**src/sv/gsh_pkg.sv**
```systemverilog
package gsh_pkg;

	localparam int COORD_W = 16;
	localparam int CELL_W = 8;
	localparam int SIZE_W = 13;
	localparam int ID_W = 5;
	localparam int MASK_W = 32;
	localparam int DIV_STEPS = COORD_W;
	localparam int DEF_GRID_COLS = 64;
	localparam int DEF_GRID_ROWS = 64;
	localparam int DEF_MAX_OBJECTS = 32;

	typedef enum logic [1:0] {
		CMD_INSERT  = 2'd0,
		CMD_REMOVE  = 2'd1,
		CMD_SEARCH  = 2'd2,
		CMD_COLLIDE = 2'd3
	} cmd_t;

	typedef enum logic [1:0] {
		ST_DONE    = 2'd0,
		ST_OUTSIDE = 2'd1,
		ST_SAME    = 2'd2,
		ST_ABSENT  = 2'd3
	} status_t;

	typedef enum logic [1:0] {
		CFG_WORLD_W = 2'd0,
		CFG_WORLD_H = 2'd1,
		CFG_CELL_W  = 2'd2,
		CFG_CELL_H  = 2'd3
	} cfg_idx_t;

	typedef struct packed {
		logic [CELL_W-1:0] sx;
		logic [CELL_W-1:0] sy;
		logic [CELL_W-1:0] ex;
		logic [CELL_W-1:0] ey;
	} range_t;

	typedef struct packed {
		cmd_t            cmd;
		logic [ID_W-1:0] id;
		logic            outside;
		range_t          rng;
	} job_t;

	typedef struct packed {
		logic push;
		logic pop;
		logic full;
		logic empty;
	} qctl_t;

	typedef enum logic [1:0] {
		F_IDLE,
		F_DIV,
		F_PUSH
	} front_state_t;

	typedef enum logic [2:0] {
		B_CLEAR,
		B_IDLE,
		B_DEC,
		B_CHK,
		B_RD,
		B_MOD,
		B_FIN
	} back_state_t;

	typedef enum logic [1:0] {
		WK_CLR,
		WK_SET,
		WK_OR,
		WK_CNT
	} walk_op_t;

	// One restoring division step: remainder in the upper bits, quotient below.
	function automatic logic [SIZE_W+COORD_W-1:0] div_step(
		input logic [SIZE_W-1:0]  rem,
		input logic [COORD_W-1:0] quo,
		input logic [SIZE_W-1:0]  dvs
	);
		logic [SIZE_W:0] t;
		logic [SIZE_W:0] d;
		begin
			t = {rem, quo[COORD_W-1]};
			d = {1'b0, dvs};
			if (t >= d) begin
				t = t - d;
				div_step = {t[SIZE_W-1:0], quo[COORD_W-2:0], 1'b1};
			end else begin
				div_step = {t[SIZE_W-1:0], quo[COORD_W-2:0], 1'b0};
			end
		end
	endfunction

	function automatic logic [CELL_W-1:0] clamp_cell(
		input logic [COORD_W-1:0] q,
		input logic [CELL_W-1:0]  last
	);
		begin
			if (q > COORD_W'(last))
				clamp_cell = last;
			else
				clamp_cell = q[CELL_W-1:0];
		end
	endfunction

endpackage

```
**src/sv/gsh_front.sv**
```systemverilog
module gsh_front #(
	parameter int GRID_COLS = gsh_pkg::DEF_GRID_COLS,
	parameter int GRID_ROWS = gsh_pkg::DEF_GRID_ROWS
) (
	input  logic                         clk,
	input  logic                         arst_n,
	input  logic                         enable,
	input  logic                         in_valid,
	output logic                         in_ready,
	input  logic [1:0]                   cmd,
	input  logic [gsh_pkg::ID_W-1:0]     obj_id,
	input  logic [gsh_pkg::COORD_W-1:0]  left_x,
	input  logic [gsh_pkg::COORD_W-1:0]  top_y,
	input  logic [gsh_pkg::COORD_W-1:0]  right_x,
	input  logic [gsh_pkg::COORD_W-1:0]  bottom_y,
	input  logic [gsh_pkg::COORD_W-1:0]  world_width,
	input  logic [gsh_pkg::COORD_W-1:0]  world_height,
	input  logic [gsh_pkg::SIZE_W-1:0]   cell_width,
	input  logic [gsh_pkg::SIZE_W-1:0]   cell_height,
	input  logic                         q_full,
	output logic                         push,
	output gsh_pkg::job_t                push_job
);
	import gsh_pkg::*;

	localparam logic [CELL_W-1:0] LAST_COL = CELL_W'(GRID_COLS - 1);
	localparam logic [CELL_W-1:0] LAST_ROW = CELL_W'(GRID_ROWS - 1);

	front_state_t state_q, state_d;
	logic [$clog2(DIV_STEPS)-1:0] step_q;
	logic [SIZE_W-1:0]  rem_q [4];
	logic [COORD_W-1:0] quo_q [4];
	logic [SIZE_W-1:0]  dvs_x_q, dvs_y_q;
	cmd_t               cmd_q;
	logic [ID_W-1:0]    id_q;
	logic               outside_q;
	logic               accept;

	assign in_ready = (state_q == F_IDLE) && enable;
	assign accept   = in_valid && in_ready;

	always_comb begin
		state_d = state_q;
		push    = 1'b0;
		unique case (state_q)
			F_IDLE: if (accept) state_d = F_DIV;
			F_DIV:  if (step_q == '1) state_d = F_PUSH;
			F_PUSH: begin
				if (!q_full) begin
					push    = 1'b1;
					state_d = F_IDLE;
				end
			end
			default: state_d = F_IDLE;
		endcase
	end

	always_ff @(posedge clk or negedge arst_n) begin
		if (!arst_n) begin
			state_q <= F_IDLE;
			step_q  <= '0;
		end else begin
			state_q <= state_d;
			if (state_q == F_DIV)
				step_q <= step_q + 1'b1;
			else
				step_q <= '0;
		end
	end

	// Lanes 0 and 2 divide by the cell width, lanes 1 and 3 by the cell height.
	always_ff @(posedge clk) begin
		if (accept) begin
			cmd_q     <= cmd_t'(cmd);
			id_q      <= obj_id;
			outside_q <= (right_x > world_width) || (bottom_y > world_height);
			dvs_x_q   <= (cell_width == '0) ? SIZE_W'(1) : cell_width;
			dvs_y_q   <= (cell_height == '0) ? SIZE_W'(1) : cell_height;
			quo_q[0]  <= left_x;
			quo_q[1]  <= top_y;
			quo_q[2]  <= right_x;
			quo_q[3]  <= bottom_y;
			for (int i = 0; i < 4; i++)
				rem_q[i] <= '0;
		end else if (state_q == F_DIV) begin
			for (int i = 0; i < 4; i++)
				{rem_q[i], quo_q[i]} <= div_step(rem_q[i], quo_q[i],
					(i % 2 == 0) ? dvs_x_q : dvs_y_q);
		end
	end

	always_comb begin
		push_job.cmd     = cmd_q;
		push_job.id      = id_q;
		push_job.outside = outside_q;
		push_job.rng.sx  = clamp_cell(quo_q[0], LAST_COL);
		push_job.rng.sy  = clamp_cell(quo_q[1], LAST_ROW);
		push_job.rng.ex  = clamp_cell(quo_q[2], LAST_COL);
		push_job.rng.ey  = clamp_cell(quo_q[3], LAST_ROW);
	end

endmodule

```
**config.mk**
```make
export PLATFORM = sky130hd
export DESIGN_NAME = gsh_front
export DESIGN_NICKNAME = d
export VERILOG_FILES = /design/src/sv/gsh_pkg.sv /design/src/sv/gsh_front.sv
export SDC_FILE = /design/constraint.sdc
export NUM_CORES = 1
export LEC_CHECK = 0
export BUFFER_PORTS_ARGS = -buffer_cell sky130_fd_sc_hd__clkbuf_2
export CAP_MARGIN = 15
export CORE_ASPECT_RATIO = 0.75
export CORE_UTILIZATION = 45
export CTS_CLUSTER_SIZE = 28
export DETAILED_ROUTE_END_ITERATION = 8
export GPL_TIMING_DRIVEN = 0
export PLACE_DENSITY = 0.67
export SLEW_MARGIN = 5
export SYNTH_ARGS = -nofsm -noshare
export SYNTH_HDL_FRONTEND = slang
export SYNTH_SLANG_ARGS = --single-unit
```
**constraint.sdc**
```tcl
create_clock -name clk -period 6.65 [get_ports clk]
set_input_delay 0.3325 -clock clk [delete_from_list [all_inputs] [get_ports clk]]
set_output_delay 0.3325 -clock clk [all_outputs]
set_load 0.05 [all_outputs]
```
; Word level (Yosys, flattened, before mapping)
; Cells that the tools add are included.
[word_totals]
output_inout_bits = 42
register_bits = 156
elab_cells = 61
in_bits = 134
[op_classes]
mux = 17
addsub = 5
order_cmp = 10
n_eq_ne = 6
reduce_logical = 8
[op_table]
columns = op, n
row1 = 64-bit 2-to-1 mux, 2
row2 = 29-bit 2-to-1 mux, 4
row3 = 16-bit by 6-bit greater-than comparator with 1-bit output (second input constant), 4
row4 = 14-bit by 13-bit greater-or-equal comparator with 1-bit output, 4
row5 = 13-bit subtractor, 4
row6 = 16-bit greater-than comparator, 2
row7 = 8-bit 2-to-1 mux, 4
row8 = 13-bit zero test, 2
row9 = 2-bit 2-to-1 mux, 3
row10 = 2-bit != test (second input constant), 3
row11 = 2-bit case mux with 3 select lines, 1
row12 = 4-bit by 1-bit adder with 4-bit output (second input constant), 1
row13 = 4-bit equality test (second input constant), 1
row14 = 4-bit 2-to-1 mux, 1
row15 = 3-bit AND reduction, 1
row16 = 2-bit by 1-bit equality test with 1-bit output (second input constant), 1
row17 = 2-bit equality test (second input constant), 1
row18 = 1-bit logical AND, 2
row19 = 2-bit zero test, 1
row20 = 1-bit 2-to-1 mux, 2
row21 = 2-bit nonzero test, 1
row22 = 1-bit logical OR, 1

; Longest topological paths before layout
[depth]
ltp_word = 5
ltp_mapped = 14

; Worst setup path before layout
; OpenSTA, ideal clock, no wires.
[synth_path]
kind = register -> register
from = register state_q[0]
to = register quo_q[0] in the netlist's numbering, enable pin
path_stages_with_launch = 7
arrival_ns = 3.633
required_ns = 6.232
setup_ns = 0.418
path_slack_ns = 2.599
cell_sequence = dfrtp_1 -> nor3b_1 -> nand2_1 -> inv_1 -> nor2_1 -> clkbuf_1 -> inv_1
[synth_via]
elab_chain_cells = 4
elab_cells_between_ends = 5
classes_between = eq/ne: 1 / reduce/logical: 4
[synth_lines]
columns = item, line_no
row1 = from (decl), gsh_front.sv:29  ; front_state_t state_q, state_d;
row2 = from (signal assigned), gsh_front.sv:63  ; state_q <= state_d;
row3 = 2-bit zero test, gsh_front.sv:39  ; assign in_ready = (state_q == F_IDLE) && enable;
row4 = 1-bit logical AND, gsh_front.sv:39
row5 = via in_ready, gsh_front.sv:9  ; output logic in_ready,
row6 = 1-bit logical AND, gsh_front.sv:40  ; assign accept = in_valid && in_ready;
row7 = 2-bit nonzero test (no line), -
row8 = "to (signal, indexed assignment)", gsh_front.sv:87  ; {rem_q[i], quo_q[i]} <= div_step(rem_q[i], quo_q[i],
row9 = to (decl), gsh_front.sv:32  ; logic [COORD_W-1:0] quo_q [4];
; The timed path passes the listed nets, and every way through them passes these cells.
; A chain may end at the register's enable or synchronous reset.

; Worst setup path after layout
[layout_path]
from = register quo_q[15] in the netlist's numbering
to = register quo_q[0] in the netlist's numbering (data pin)
[layout_via]
elab_chain_cells = 4
[layout_lines]
columns = item, line_no
row1 = 14-bit by 13-bit greater-or-equal comparator with 1-bit output, gsh_pkg.sv:89  ; if (t >= d) begin
row2 = 29-bit 2-to-1 mux, gsh_pkg.sv:89
row3 = 64-bit 2-to-1 mux, gsh_front.sv:85  ; end else if (state_q == F_DIV) begin
row4 = 64-bit 2-to-1 mux, gsh_front.sv:73  ; if (accept) begin
; Every way passes these cells. The select of a mux whose other input is x is not followed.

==> metrics.cfg <==
[logic_synthesis]
syn_area_per_cell_um2=8.83
syn-instance-count=1097
syn_area_um2=9690
ys_ff_latch=156
ys_warn_count=0
synth_top_area_share=0.304
ys_top_cells_by_area=edfxtp_1, ha_1, dfxtp_1
synth_cell_types=58
yosys.area.top_type=edfxtp_1
async_flop_share=0.0385
ys_seq_area_frac=0.427
synth_edf_count=98
synth_flop_cell=edfxtp_1

[clocking]
postCtsResizedCells=0
htree_num_levels=4
insertion_delay_ns=0.43
clkTransAtPathRegs_ns=0.07
cts_buffer_depth=2
tritoncts=done
cts_buffers=17
cts_root_buf=clkbuf_16
cts.sinks=156

[layout]
drive_gt1_frac=0.191
layout_commonest_cell=nand2_1
fill_cells=2002
diodes=0
final_cell_mix=nand2_1, clkbuf_2, edfxtp_1
fin_nets=1516
syn_to_final_growth_pct=19.1
ff_latch_area_um2=4130
multi_input_area_um2=4990

[power_and_ir_drop]
p_comb_frac=0.479
p_int_mw=3.15
leakage_nw=5.41
ir_worst_vdd_v=0.000267
clkPwrFrac=0.179
p_per_area_nw_per_um2=466
power_frac_seq=0.342
p_switching_mw=2.22
power.total_mw=5.38
swShare=0.414

[grt]
grt_pass1_wl_um=38400
antenna_found_initial=0
grt-ovfl-total=0
grt_pass1_vias=7638
grt_max_degree=36
grtUsageTotal=0.224

[floorplan]
core_um2=21100
die_width_um=171
start_util=0.459
io_pins=176
chipHeight_um=129
design.die.area_um2=22100
placementRows=46

[critical_path]
crit_fanout=10
r2r_cells=11
crit_path_start_kind=flip-flop
r2r_end=quo_q[0]
critPathArrivalTime_ns=3.34
crit_path_cell_trace=inv_1 > ha_1 > inv_1 > fa_1 > a21oi_1 > o21ai_1 > a221oi_4 > o31ai_1 > a41oi_2 > buf_2 > a21oi_1
crit_path_top_delay_cell=edfxtp_1
critPathCaptureType=flip-flop
cp.required_ns=6.81
rr_startpoint=quo_q[15]
slowest_delay_ns=0.43
r2r_setup_slack_ns=3.48
worstSetupPathType=reg2reg

[placed_design]
place_congestion=0.931
port-buffer-count=167
dpl.hpwl_um=18500

[sta]
fin_setup_tns_ns=0
min_period_ns=3.17
rsz0062_at_grt=no
hold_viol_final=0
setup_viol=0
max_freq_ghz=0.315
fin_skew_ns=0.00912
slew_viol_final=0
slew_headroom=0.480
worst-slew-pin-transition_ns=0.770
min_period_over_period=0.477

[route]
drt-total-wl_um=23900
wl_per_cell_um=15.0
num_vias=8203
ant_nets=0
vias_per_cell=5.15
drt_drc_violations_left=0
drt_iter0_markers=582
first_pass_iters=5

[worst_hold_path]
min_from=obj_id[0]
hold_path.class=in2reg
holdPathStages=1
min_to=id_q[0]

[run_status]
status=finished, final reports clean

[run]
maxCapViolations=0

## repair_timing
item / in CTS / in global routing
endpoints found under the hold margin: 6 / 0
setup buffers: 0 / 0
hold buffers: 1 / 0
setup endpoints to repair: 0 / 0
## final cells by class
type / instances / share of cell area
multi-input cells: 804 / 0.432
flip-flops and latches: 156 / 0.358
repair buffers: 170 / 0.0767
clock buffers: 17 / 0.0369
well taps: 288 / 0.0312
plain buffers: 68 / 0.0270
inverters: 76 / 0.0247
clock inverters: 15 / 0.0133
## Yosys cell counts, types with 11 or more instances
cell type and number:
ha_1 85, nand3_1 24, xnor2_1 21, or2_2 24
a21oi_1 61, edfxtp_1 98, nand4_1 11, dfxtp_1 52
a21o_1 26, o21ai_0 33, nand2_1 242, nor4_1 17
mux2i_1 28, clkbuf_1 49, o21ai_1 51, nor2_1 60
inv_1 75, xor2_1 15
## per-layer routing
layer	GRT usage	up-vias	wire, um
met5	0	-	0
met4	0.0525	0	304
met3	0.0501	19	1390
met2	0.340	225	10100
met1	0.324	3781	12100
li1	-	4178	-
## per-stage QoR
step	std cells	setup slack, ns	instance area (um^2)	hold WS, ns	utilization
final	1594	3.48	11500	0.0723	0.546
after global routing	1594	3.25	11500	0.0546	0.546
after CTS	1594	3.51	11500	0.0631	0.546
after detailed placement	1561	3.53	11000	0.164	0.519
after global placement	1559	2.56	10900	0.165	0.517
after floorplan	1104	2.60	9720	0.0369	-
## cell families (layout without fill, tap and decap cells)
kind of cell	count (synthesis)	count (layout)	share of synthesized area
other	1	8	0.000387
adder cells (fa/ha/maj)	89	89	0.118
flip-flops	156	156	0.427
multiplexers	28	28	0.0289
AO/OA/AOI/OAI	229	229	0.146
buffers and inverters	144	346	0.0615
AND/OR/NAND/NOR	414	414	0.186
XOR/XNOR	36	36	0.0325
## state kept, by name (all words and copies together), names as in the netlist
name	count
rem_q	52
state_q	2
dvs_y_q	13
dvs_x_q	13
cmd_q	2
outside_q	1
id_q	5
step_q	4
quo_q	64
## power groups by stage
stage | sequential (mW) | clock, mW | combinational, mW
after floorplan | 1.79 | 0 | 1.99
after global placement | 1.86 | 0 | 2.48
after detailed placement | 1.86 | 0 | 2.54
after CTS | 1.84 | 0.973 | 2.56
after global routing | 1.90 | 1.02 | 2.91
final | 1.84 | 0.963 | 2.57
## worst max path at each step
stage                     from        end  slack [ns]  cells past startpoint
floorplan           state_q[0]   quo_q[0]        2.60                      6
global placement    state_q[0]  quo_q[36]        2.56                      5
detailed placement  state_q[0]   quo_q[5]        3.53                      6
CTS                  quo_q[15]   quo_q[0]        3.51                     11
global route         quo_q[15]   quo_q[0]        3.25                     11
finish               quo_q[15]   quo_q[0]        3.48                     11
## worst max-delay path: cells and delay by family (launching register included)
kind | cells | cell delay [ns]
AOI/OAI and AO/OA | 6 | 1.45
adders and majority gates | 2 | 0.56
buffers and inverters | 3 | 0.45
DFF | 1 | 0.43
No activity file was read; power rests on OpenSTA's default activity.
