## src/sv/gsh_pkg.sv

```systemverilog
package gsh_pkg;

	localparam int COORD_W = 16;
	localparam int CELL_W = 8;
	localparam int SIZE_W = 13;
	localparam int ID_W = 5;
	localparam int MASK_W = 32;
	localparam int DIV_STEPS = COORD_W;
	localparam int DEF_GRID_COLS = 64;
	localparam int DEF_GRID_ROWS = 64;
	localparam int DEF_MAX_OBJECTS = 32;

	typedef enum logic [1:0] {
		CMD_INSERT  = 2'd0,
		CMD_REMOVE  = 2'd1,
		CMD_SEARCH  = 2'd2,
		CMD_COLLIDE = 2'd3
	} cmd_t;

	typedef enum logic [1:0] {
		ST_DONE    = 2'd0,
		ST_OUTSIDE = 2'd1,
		ST_SAME    = 2'd2,
		ST_ABSENT  = 2'd3
	} status_t;

	typedef enum logic [1:0] {
		CFG_WORLD_W = 2'd0,
		CFG_WORLD_H = 2'd1,
		CFG_CELL_W  = 2'd2,
		CFG_CELL_H  = 2'd3
	} cfg_idx_t;

	typedef struct packed {
		logic [CELL_W-1:0] sx;
		logic [CELL_W-1:0] sy;
		logic [CELL_W-1:0] ex;
		logic [CELL_W-1:0] ey;
	} range_t;

	typedef struct packed {
		cmd_t            cmd;
		logic [ID_W-1:0] id;
		logic            outside;
		range_t          rng;
	} job_t;

	typedef struct packed {
		logic push;
		logic pop;
		logic full;
		logic empty;
	} qctl_t;

	typedef enum logic [1:0] {
		F_IDLE,
		F_DIV,
		F_PUSH
	} front_state_t;

	typedef enum logic [2:0] {
		B_CLEAR,
		B_IDLE,
		B_DEC,
		B_CHK,
		B_RD,
		B_MOD,
		B_FIN
	} back_state_t;

	typedef enum logic [1:0] {
		WK_CLR,
		WK_SET,
		WK_OR,
		WK_CNT
	} walk_op_t;

	// One restoring division step: remainder in the upper bits, quotient below.
	function automatic logic [SIZE_W+COORD_W-1:0] div_step(
		input logic [SIZE_W-1:0]  rem,
		input logic [COORD_W-1:0] quo,
		input logic [SIZE_W-1:0]  dvs
	);
		logic [SIZE_W:0] t;
		logic [SIZE_W:0] d;
		begin
			t = {rem, quo[COORD_W-1]};
			d = {1'b0, dvs};
			if (t >= d) begin
				t = t - d;
				div_step = {t[SIZE_W-1:0], quo[COORD_W-2:0], 1'b1};
			end else begin
				div_step = {t[SIZE_W-1:0], quo[COORD_W-2:0], 1'b0};
			end
		end
	endfunction

	function automatic logic [CELL_W-1:0] clamp_cell(
		input logic [COORD_W-1:0] q,
		input logic [CELL_W-1:0]  last
	);
		begin
			if (q > COORD_W'(last))
				clamp_cell = last;
			else
				clamp_cell = q[CELL_W-1:0];
		end
	endfunction

endpackage

```

## src/sv/gsh_queue.sv

```systemverilog
module gsh_queue (
	input  logic          clk,
	input  logic          arst_n,
	input  gsh_pkg::job_t wr_job,
	output gsh_pkg::job_t rd_job,
	input  gsh_pkg::qctl_t ctl_in,
	output gsh_pkg::qctl_t ctl_out
);
	import gsh_pkg::*;

	job_t       mem_q [2];
	logic       wp_q, rp_q;
	logic [1:0] cnt_q;

	assign rd_job        = mem_q[rp_q];
	assign ctl_out.push  = ctl_in.push;
	assign ctl_out.pop   = ctl_in.pop;
	assign ctl_out.full  = (cnt_q == 2'd2);
	assign ctl_out.empty = (cnt_q == 2'd0);

	always_ff @(posedge clk or negedge arst_n) begin
		if (!arst_n) begin
			wp_q  <= 1'b0;
			rp_q  <= 1'b0;
			cnt_q <= '0;
		end else begin
			if (ctl_in.push) wp_q <= ~wp_q;
			if (ctl_in.pop)  rp_q <= ~rp_q;
			if (ctl_in.push && !ctl_in.pop)
				cnt_q <= cnt_q + 1'b1;
			else if (ctl_in.pop && !ctl_in.push)
				cnt_q <= cnt_q - 1'b1;
		end
	end

	always_ff @(posedge clk) begin
		if (ctl_in.push) mem_q[wp_q] <= wr_job;
	end

endmodule

```

## config.mk

```make
export PLATFORM = sky130hd
export DESIGN_NAME = gsh_queue
export DESIGN_NICKNAME = d
export VERILOG_FILES = /design/src/sv/gsh_pkg.sv /design/src/sv/gsh_queue.sv
export SDC_FILE = /design/constraint.sdc
export NUM_CORES = 1
export LEC_CHECK = 0
export BUFFER_PORTS_ARGS = -buffer_cell sky130_fd_sc_hd__clkbuf_2
export CAP_MARGIN = 20
export CORE_ASPECT_RATIO = 0.6
export CORE_MARGIN = 2
export CORE_UTILIZATION = 56
export DETAILED_ROUTE_END_ITERATION = 10
export PLACE_DENSITY = 0.91
export SYNTH_ARGS = -nofsm -noshare
export SYNTH_HDL_FRONTEND = slang
export SYNTH_SLANG_ARGS = --single-unit
```

## constraint.sdc

```tcl
create_clock -name clk -period 6.8 [get_ports clk]
set_input_delay 0.68 -clock clk [delete_from_list [all_inputs] [get_ports clk]]
set_output_delay 0.68 -clock clk [all_outputs]
set_load 0.01 [all_outputs]
```

After elaboration in Yosys (flattened, before gate mapping) --
Memories as Yosys holds them, arrays and structs flattened. Index checks and enable logic that the tools add are counted.
Word-level totals: register bits after elaboration 4, bits in latches 0, RAM bits 80, ROM bits 0, logic and storage cells 19, memories kept 1
Cells by class: add/subtract/negate cells 2, multipliers 0, div/mod/pow operators 0, order comparisons 0, eq/ne operators 1, shifts and indexed selects 0, mux-type cells 4, bitwise gates (word level) 2, reduce and logical (&&, ||, !) cells 6
Memories:
- mem_q | depth 2, bits a word 40, read ports 1, clocked after memory_dff 0, write ports 1, RTL line gsh_queue.sv:11 | job_t mem_q [2];
Operators by type and width (count):
- 2-bit two-way mux | 2
- 2-bit by 1-bit adder with 2-bit output (second input constant) | 1
- 2-bit == test (second input constant) | 1
- 1-bit logical AND | 2
- 1-bit logical NOT | 2
- 2-bit logical NOT | 1
- 1-bit two-way mux | 2
- 1-bit inverter | 2
- 2-bit nonzero test | 1
- 2-bit by 1-bit subtractor with 2-bit output (second input constant) | 1

Longest topological paths before layout --
Gate-level depths: netlist of run 1.
depth in word-level cells 4, mapped depth 5, depth with buffers taken out 5

Worst setup path after synthesis of run 1 --
No wires, ideal clock.
path kind input-to-reg, start point input ctl_in[3] in the netlist's numbering, end point memory mem_q[0][0] in the netlist's numbering, enable pin, data arrival time 2.469 ns, required time 6.358 ns, slack 3.889 ns, stages on the path 1, path buffers 0, path through nor2b_1
Between the ends: word-level cells in the longest chain between the ends 2
Ends and longest elaborated chain:
- start, declared | RTL line gsh_queue.sv:6 | input gsh_pkg::qctl_t ctl_in,
- 1-bit two-way mux | RTL line gsh_queue.sv:37 | if (ctl_in.push) mem_q[wp_q] <= wr_job;
- 1-bit two-way mux (not written as such) | RTL line gsh_queue.sv:37
- end, declared | RTL line gsh_queue.sv:11
Every way passes these cells.

==> results.yml, run 1 <==
synthesis:
  synth.distinct_cells: 14
  synth_compound_area_share_pct: 0
  synthMuxAreaShare_pct: 18.1
  synth_most_common_cell: "edfxtp_1"
  synth_edf_count: 80
  synth_ff_type: "edfxtp_1"
  synth_top_cell_area_share_pct: 73.0
  avgSynthCellArea_sq_um: 23.0
  synth-xor-area-share_pct: 1.33
  synth_area_leader_cell: "edfxtp_1"
  synth-seq-cells: 84
  synth_commonest_cells: "80 x edfxtp_1, 39 x mux2_4, 4 x buf_12, 4 x dfrtp_1, 4 x xor2_1"
  synthCells: 143
  synthTopCellsByArea: "edfxtp_1 73%, mux2_4 18%, dfrtp_1 3.0%, buf_12 2.4%, xor2_1 1.1%"
  synth-async-reset-ratio_pct: 4.76
  mappedNetlistArea_sq_um: 3290
  synth_nets: 190
  synthSimpleGateAreaFrac_pct: 0.798
  ys_warn_count: 0
  synthAdderAreaFrac_pct: 0.380
  synth_top_family_by_area: "multiplexers"
  synth-seq-area-share_pct: 76.0
power_and_ir_drop:
  swShare_pct: 27.2
  seqPwrFrac_pct: 45.4
  power_density_nw_per_um2: 413
  p_int_mw: 1.20
  pwr-share-clk_pct: 24.5
  p_comb_share_pct: 30.1
  ir_drop_v: 0.000241
  switching_power_mw: 0.449
  power_leakage_nw: 1.66
cts:
  htree_levels: 3
  cts_sinks: 84
  post_cts_resized: 0
  cts_hold_buffers: 0
  cts_inserted_buffers: 9
  postCtsSetupBuffers: 0
  insertion_delay_ns: 0.34
  cts_root_buf: "clkbuf_8"
  cts_tree: "yes"
  clk_pin_slew_worst_paths_ns: 0.07
  cts_buffer_depth: 2
routing:
  drt-total-wl_mm: 5.03
  vias_per_cell: 4.89
  post_drt_wl_per_cell_microns: 15.7
  postRouteAntennaNets: 0
  dr.pass1.iters: 4
  drt_iter0_markers: 44
  drc: 0
  num_vias: 1569
floorplanning:
  die_h_microns: 63.4
  rows: 21
  fp.dieW_microns: 103
  ios: 90
  die_area_sq_um: 6530
  start_util_pct: 58.5
  core-area_sq_um: 5620
sta:
  setup_tns_ns: 0
  relSlewSlack_pct: 35.9
  slew_viol_final: 0
  maxClockFrequency_mhz: 365
  holdWs_ns: 0.133
  grt_setup_unrepaired: "no"
  min_period_ns: 2.74
  hold_viol: 0
  setup_viol: 0
  worst_pin_slew_ns: 0.961
  fin_skew_ns: 0.00325
  layout_worst_path_cycle_share_pct: 40.3
hold_path:
  hp-class: "input pin to async pin"
place:
  io_buffers: 87
  dp_hpwl_mm: 3.35
  gp_congestion: 0.677
global_route:
  grt_usage_pct: 16.4
  antenna_found_initial: 0
  grt_start_max_net_pins: 41
  grt_pass1_wl_mm: 7.62
  grt_pass1_vias: 1629
  grt-ovfl-total: 0
run:
  max_cap_viol_count: 0
critical_path:
  crit_required_ns: 6.12
  r2r-start: "wp_q"
  crit_path_end_kind: "primary output"
  crit_arrival_ns: 2.06
  rr_endpoint: "mem_q[1][11]"
  crit_fanout: 24
  worstSetupStartpointType: "flop"
  ff2ff_setup_slack_ns: 5.16
  critPathKind: "flop to primary output"
  startpoint: "rp_q"
  reg2regPathDepth: 1
layout:
  n_antenna_cell: 0
  fin_nets: 283
  drive_gt1_share_pct: 60.2
  syn2layout_area_growth_pct: 21.2
run_status:
  status: "complete, no violations"
## cell families (layout without fill, tap and decap cells)
| logic type | count (synthesis) | in the layout |
|---|---|---|
| simple gates | 5 | 5 |
| mux | 40 | 40 |
| buf+inv | 8 | 106 |
| flops | 84 | 84 |
| fa+ha+maj | 1 | 1 |
| xor+xnor | 5 | 5 |
## metrics by stage
stage	utilization, %	setup WS [ns]	total power, mW	instances	area (sq um)
after floorplan	-	3.89	1.14	143	3290
after global placement	66.5	4.42	1.24	304	3740
after detailed placement	66.5	4.41	1.26	304	3740
after CTS	70.6	4.02	1.66	320	3970
after global routing	71.0	3.93	1.73	321	3990
final	71.0	4.06	1.65	321	3990
## critical path: stages, from the launching register on
cell,delay (ns)
dfrtp_2,0.72
buf_4,0.50
mux2_4,0.35
clkbuf_2,0.13
## sequential cells by signal, indices dropped and copies added (netlist names)
| register | count |
|---|---|
| cnt_q | 2 |
| mem_q | 80 |
| rp_q | 1 |
| wp_q | 1 |
## layout by cell type, fill, tap and decap left out, types with 2 or more instances in the layout
cell       count
clkbuf_1       3
clkbuf_8       9
dfrtp_1        3
mux2_4        39
xor2_1         4
edfxtp_1      80
clkbuf_2      87
bufinv_16      3
nor2_1         2
## layout make-up
cell class                      count  area (sq um)
Timing Repair Buffer               89           463
Fill cell                         386          1630
Tap cell                           80           100
Clock inverter                      4          97.6
Inverter                            1          3.75
Multi-Input combinational cell     51           688
Sequential cell                    84          2500
Clock buffer                       12           135
## power groups by stage
| stage | clock, mW | combinational [mW] | sequential, mW |
|---|---|---|---|
| 4_1_cts | 0.413 | 0.497 | 0.753 |
| 6_report | 0.403 | 0.497 | 0.750 |
| 3_3_place_gp | 0 | 0.489 | 0.755 |
| 2_1_floorplan | 0 | 0.416 | 0.727 |
| 5_1_grt | 0.430 | 0.537 | 0.764 |
| 3_5_place_dp | 0 | 0.494 | 0.764 |
## per-layer routing
metal / track usage [%] / part of all wire [%] / routed length [microns]
met1: 18.5 / 41 / 2040
met2: 26.4 / 48 / 2400
met3: 10.3 / 11 / 563
met4: 3.95 / 0.64 / 32
met5: 0 / 0 / 0
## worst max-delay path by stage
stage	endpoint	slack [ns]	depth (start not counted)
final	rd_job[21]	4.06	3
after global routing	rd_job[28]	3.93	3
after CTS	rd_job[17]	4.02	3
after detailed placement	rd_job[17]	4.41	3
after global placement	rd_job[17]	4.42	3
after floorplan	mem_q[0][0]	3.89	1
No activity file was read; power rests on OpenSTA's default activity.
==> inputs of run 2 (changes only) <==
- ABC_AREA: not set -> 1
- CORE_UTILIZATION: 56 -> 47
- PLACE_DENSITY: 0.91 -> 0.82
- clock period: 6.8 -> 2.35 ns (I/O delays scaled with it)
==> results.yml, run 2 <==
cts:
  cts_tree: "yes"
  cts_sinks: 84
  clk_pin_slew_worst_paths_ns: 0.06
  htree_levels: 3
  postCtsSetupBuffers: 0
  insertion_delay_ns: 0.33
  cts_inserted_buffers: 9
  post_cts_resized: 0
  cts_root_buf: "clkbuf_16"
  cts_buffer_depth: 2
power_and_ir_drop:
  power_density_nw_per_um2: 1230
  ir_drop_v: 0.000583
  switching_power_mw: 1.43
  p_comb_share_pct: 30.7
  swShare_pct: 28.2
  p_int_mw: 3.64
  seqPwrFrac_pct: 42.0
  pwr-share-clk_pct: 27.2
  power_leakage_nw: 1.73
  total_power_mw: 5.08
global_route:
  antenna_found_initial: 0
  grt_start_max_net_pins: 26
  grt_pass1_vias: 1759
  grt-ovfl-total: 0
  grt_usage_pct: 15.0
  grt_pass1_wl_mm: 8.69
routing:
  vias_per_cell: 4.74
  dr.pass1.iters: 6
  drt_iter0_markers: 51
  num_vias: 1620
  postRouteAntennaNets: 0
  drc: 0
  post_drt_wl_per_cell_microns: 16.1
  drt-total-wl_mm: 5.50
floorplanning:
  die_h_microns: 69.0
  core-area_sq_um: 6730
  ios: 90
  rows: 23
  die_area_sq_um: 7760
  start_util_pct: 49.2
  fp.dieW_microns: 112
layout:
  fin_nets: 297
  fill_cells: 538
  final_common_cell: "clkbuf_2"
  drive_gt1_share_pct: 58.8
  top_regs: "mem_q: 80 flops, cnt_q: 2 flops"
  n_antenna_cell: 0
  syn2layout_area_growth_pct: 24.9
  top_register: "mem_q"
  largest_register_ffs: 80
  layout_common_cells: "87 x clkbuf_2, 80 x edfxtp_1, 39 x mux2_4, 9 x clkbuf_16, 6 x inv_1"
  fin_cells: 342
synthesis:
  mappedNetlistArea_sq_um: 3310
  synth.distinct_cells: 15
  synth-seq-area-share_pct: 75.6
  synth_edf_count: 80
  synth_ff_type: "edfxtp_1"
  avgSynthCellArea_sq_um: 21.8
  synth_area_leader_cell: "edfxtp_1"
  synth_nets: 199
  ys_warn_count: 0
  synth-async-reset-ratio_pct: 4.76
  synthCells: 152
  synth_top_cell_area_share_pct: 72.5
  synth_most_common_cell: "edfxtp_1"
  synth_commonest_cells: "80 x edfxtp_1, 39 x mux2_4, 7 x inv_1"
  synth-seq-cells: 84
  synthTopCellsByArea: "edfxtp_1 73%, mux2_4 18%, dfrtp_1 3.0%, buf_12 2.4%, inv_1 0.79%"
critical_path:
  critPathKind: "flop to primary output"
  worstSetupStartpointType: "flop"
  ff2ff_setup_slack_ns: 0.89
  r2r-start: "wp_q"
  startpoint: "rp_q"
  crit_arrival_ns: 1.65
  crit_path_end_kind: "primary output"
  reg2regPathDepth: 2
  rr_endpoint: "mem_q[0][30]"
  crit_fanout: 11
  crit_required_ns: 2.12
  crit_end: "rd_job[34]"
sta:
  hold_viol: 0
  min_period_ns: 1.88
  setup_tns_ns: 0
  setup_viol: 0
  holdWs_ns: 0.0961
  grt_setup_unrepaired: "no"
  fin_skew_ns: 0.00643
  layout_worst_path_cycle_share_pct: 80.2
  relSlewSlack_pct: 64.3
  worst_pin_slew_ns: 0.534
  maxClockFrequency_mhz: 531
  slew_viol_final: 0
run_status:
  status: "complete, no violations"
run:
  max_cap_viol_count: 0
place:
  place_inst: 325
  dp_hpwl_mm: 3.61
  io_buffers: 87
  gp_congestion: 0.698
hold_path:
  hp-class: "input pin to flop"
run 2: cell types whose count changed after synthesis, sizes merged:
cell   change
and2       -1
nor2b      -2
nor2       +1
inv        +6
nand4      +1
nand3      +1
xor2       -2
nand2      +5
run 2: final cells by class:
class / count / area, sq um / area share [%]
Clock buffer: 9 / 225 / 5.44
Clock inverter: 7 / 73.8 / 1.78
Inverter: 7 / 26.3 / 0.635
Multi-Input combinational cell: 54 / 684 / 16.5
Sequential cell: 84 / 2500 / 60.5
Tap cell: 87 / 109 / 2.63
Timing Repair Buffer: 94 / 515 / 12.5
run 2: cell families (layout without fill, tap and decap cells):
logic type,Yosys count,after routing,share of synthesized area [%]
xor gates and xnor gates,3,3,0.793
adders and majority gates,1,1,0.378
buffers and inverters,14,117,4.00
DFF,84,84,75.6
muxes,40,40,18.0
and+or+nand+nor,10,10,1.25
run 2: power groups by stage:
stage | sequential (mW) | combinational (mW) | clock, mW
finish | 2.13 | 1.56 | 1.38
global route | 2.17 | 1.67 | 1.48
CTS | 2.14 | 1.58 | 1.42
detailed placement | 2.17 | 1.57 | 0
global placement | 2.15 | 1.55 | 0
floorplan | 2.10 | 1.21 | 0
run 2: timing repair:
action                                  CTS  global route
endpoints found under the setup margin    0             0
hold buffers                              1             0
endpoints found under the hold margin     4             0
run 2: routing by layer:
metal  vias to the layer above  global-route usage (%)  wire (microns)
met5                         -                       0               0
met4                         0                    4.88              69
met3                         8                    6.60             463
met2                        73                    24.4            2580
met1                       769                    18.0            2390
li1                        770                       -               -
run 2: stage by stage:
stage / setup slack (ns) / area (sq um) / util (%)
after floorplan: 0.475 / 3310 / -
after detailed placement: 0.791 / 3830 / 56.9
final: 0.466 / 4140 / 61.4
after global routing: 0.397 / 4140 / 61.4
after global placement: 0.793 / 3830 / 56.9
after CTS: 0.436 / 4140 / 61.4
run 2: worst max-delay path, stage by stage, from the launching register on:
cell      delay (ns)
dfrtp_2         0.57
buf_4           0.30
mux2_4          0.32
clkbuf_2        0.13
run 2: worst min path at each step:
stage,start,end,cells after the start
5_1_grt,wr_job[35],mem_q[0][35],1
3_3_place_gp,arst_n,cnt_q[1],1
4_1_cts,wr_job[37],mem_q[0][37],1
2_1_floorplan,arst_n,cnt_q[0],0
6_report,wr_job[9],mem_q[0][9],1
3_5_place_dp,arst_n,cnt_q[0],1
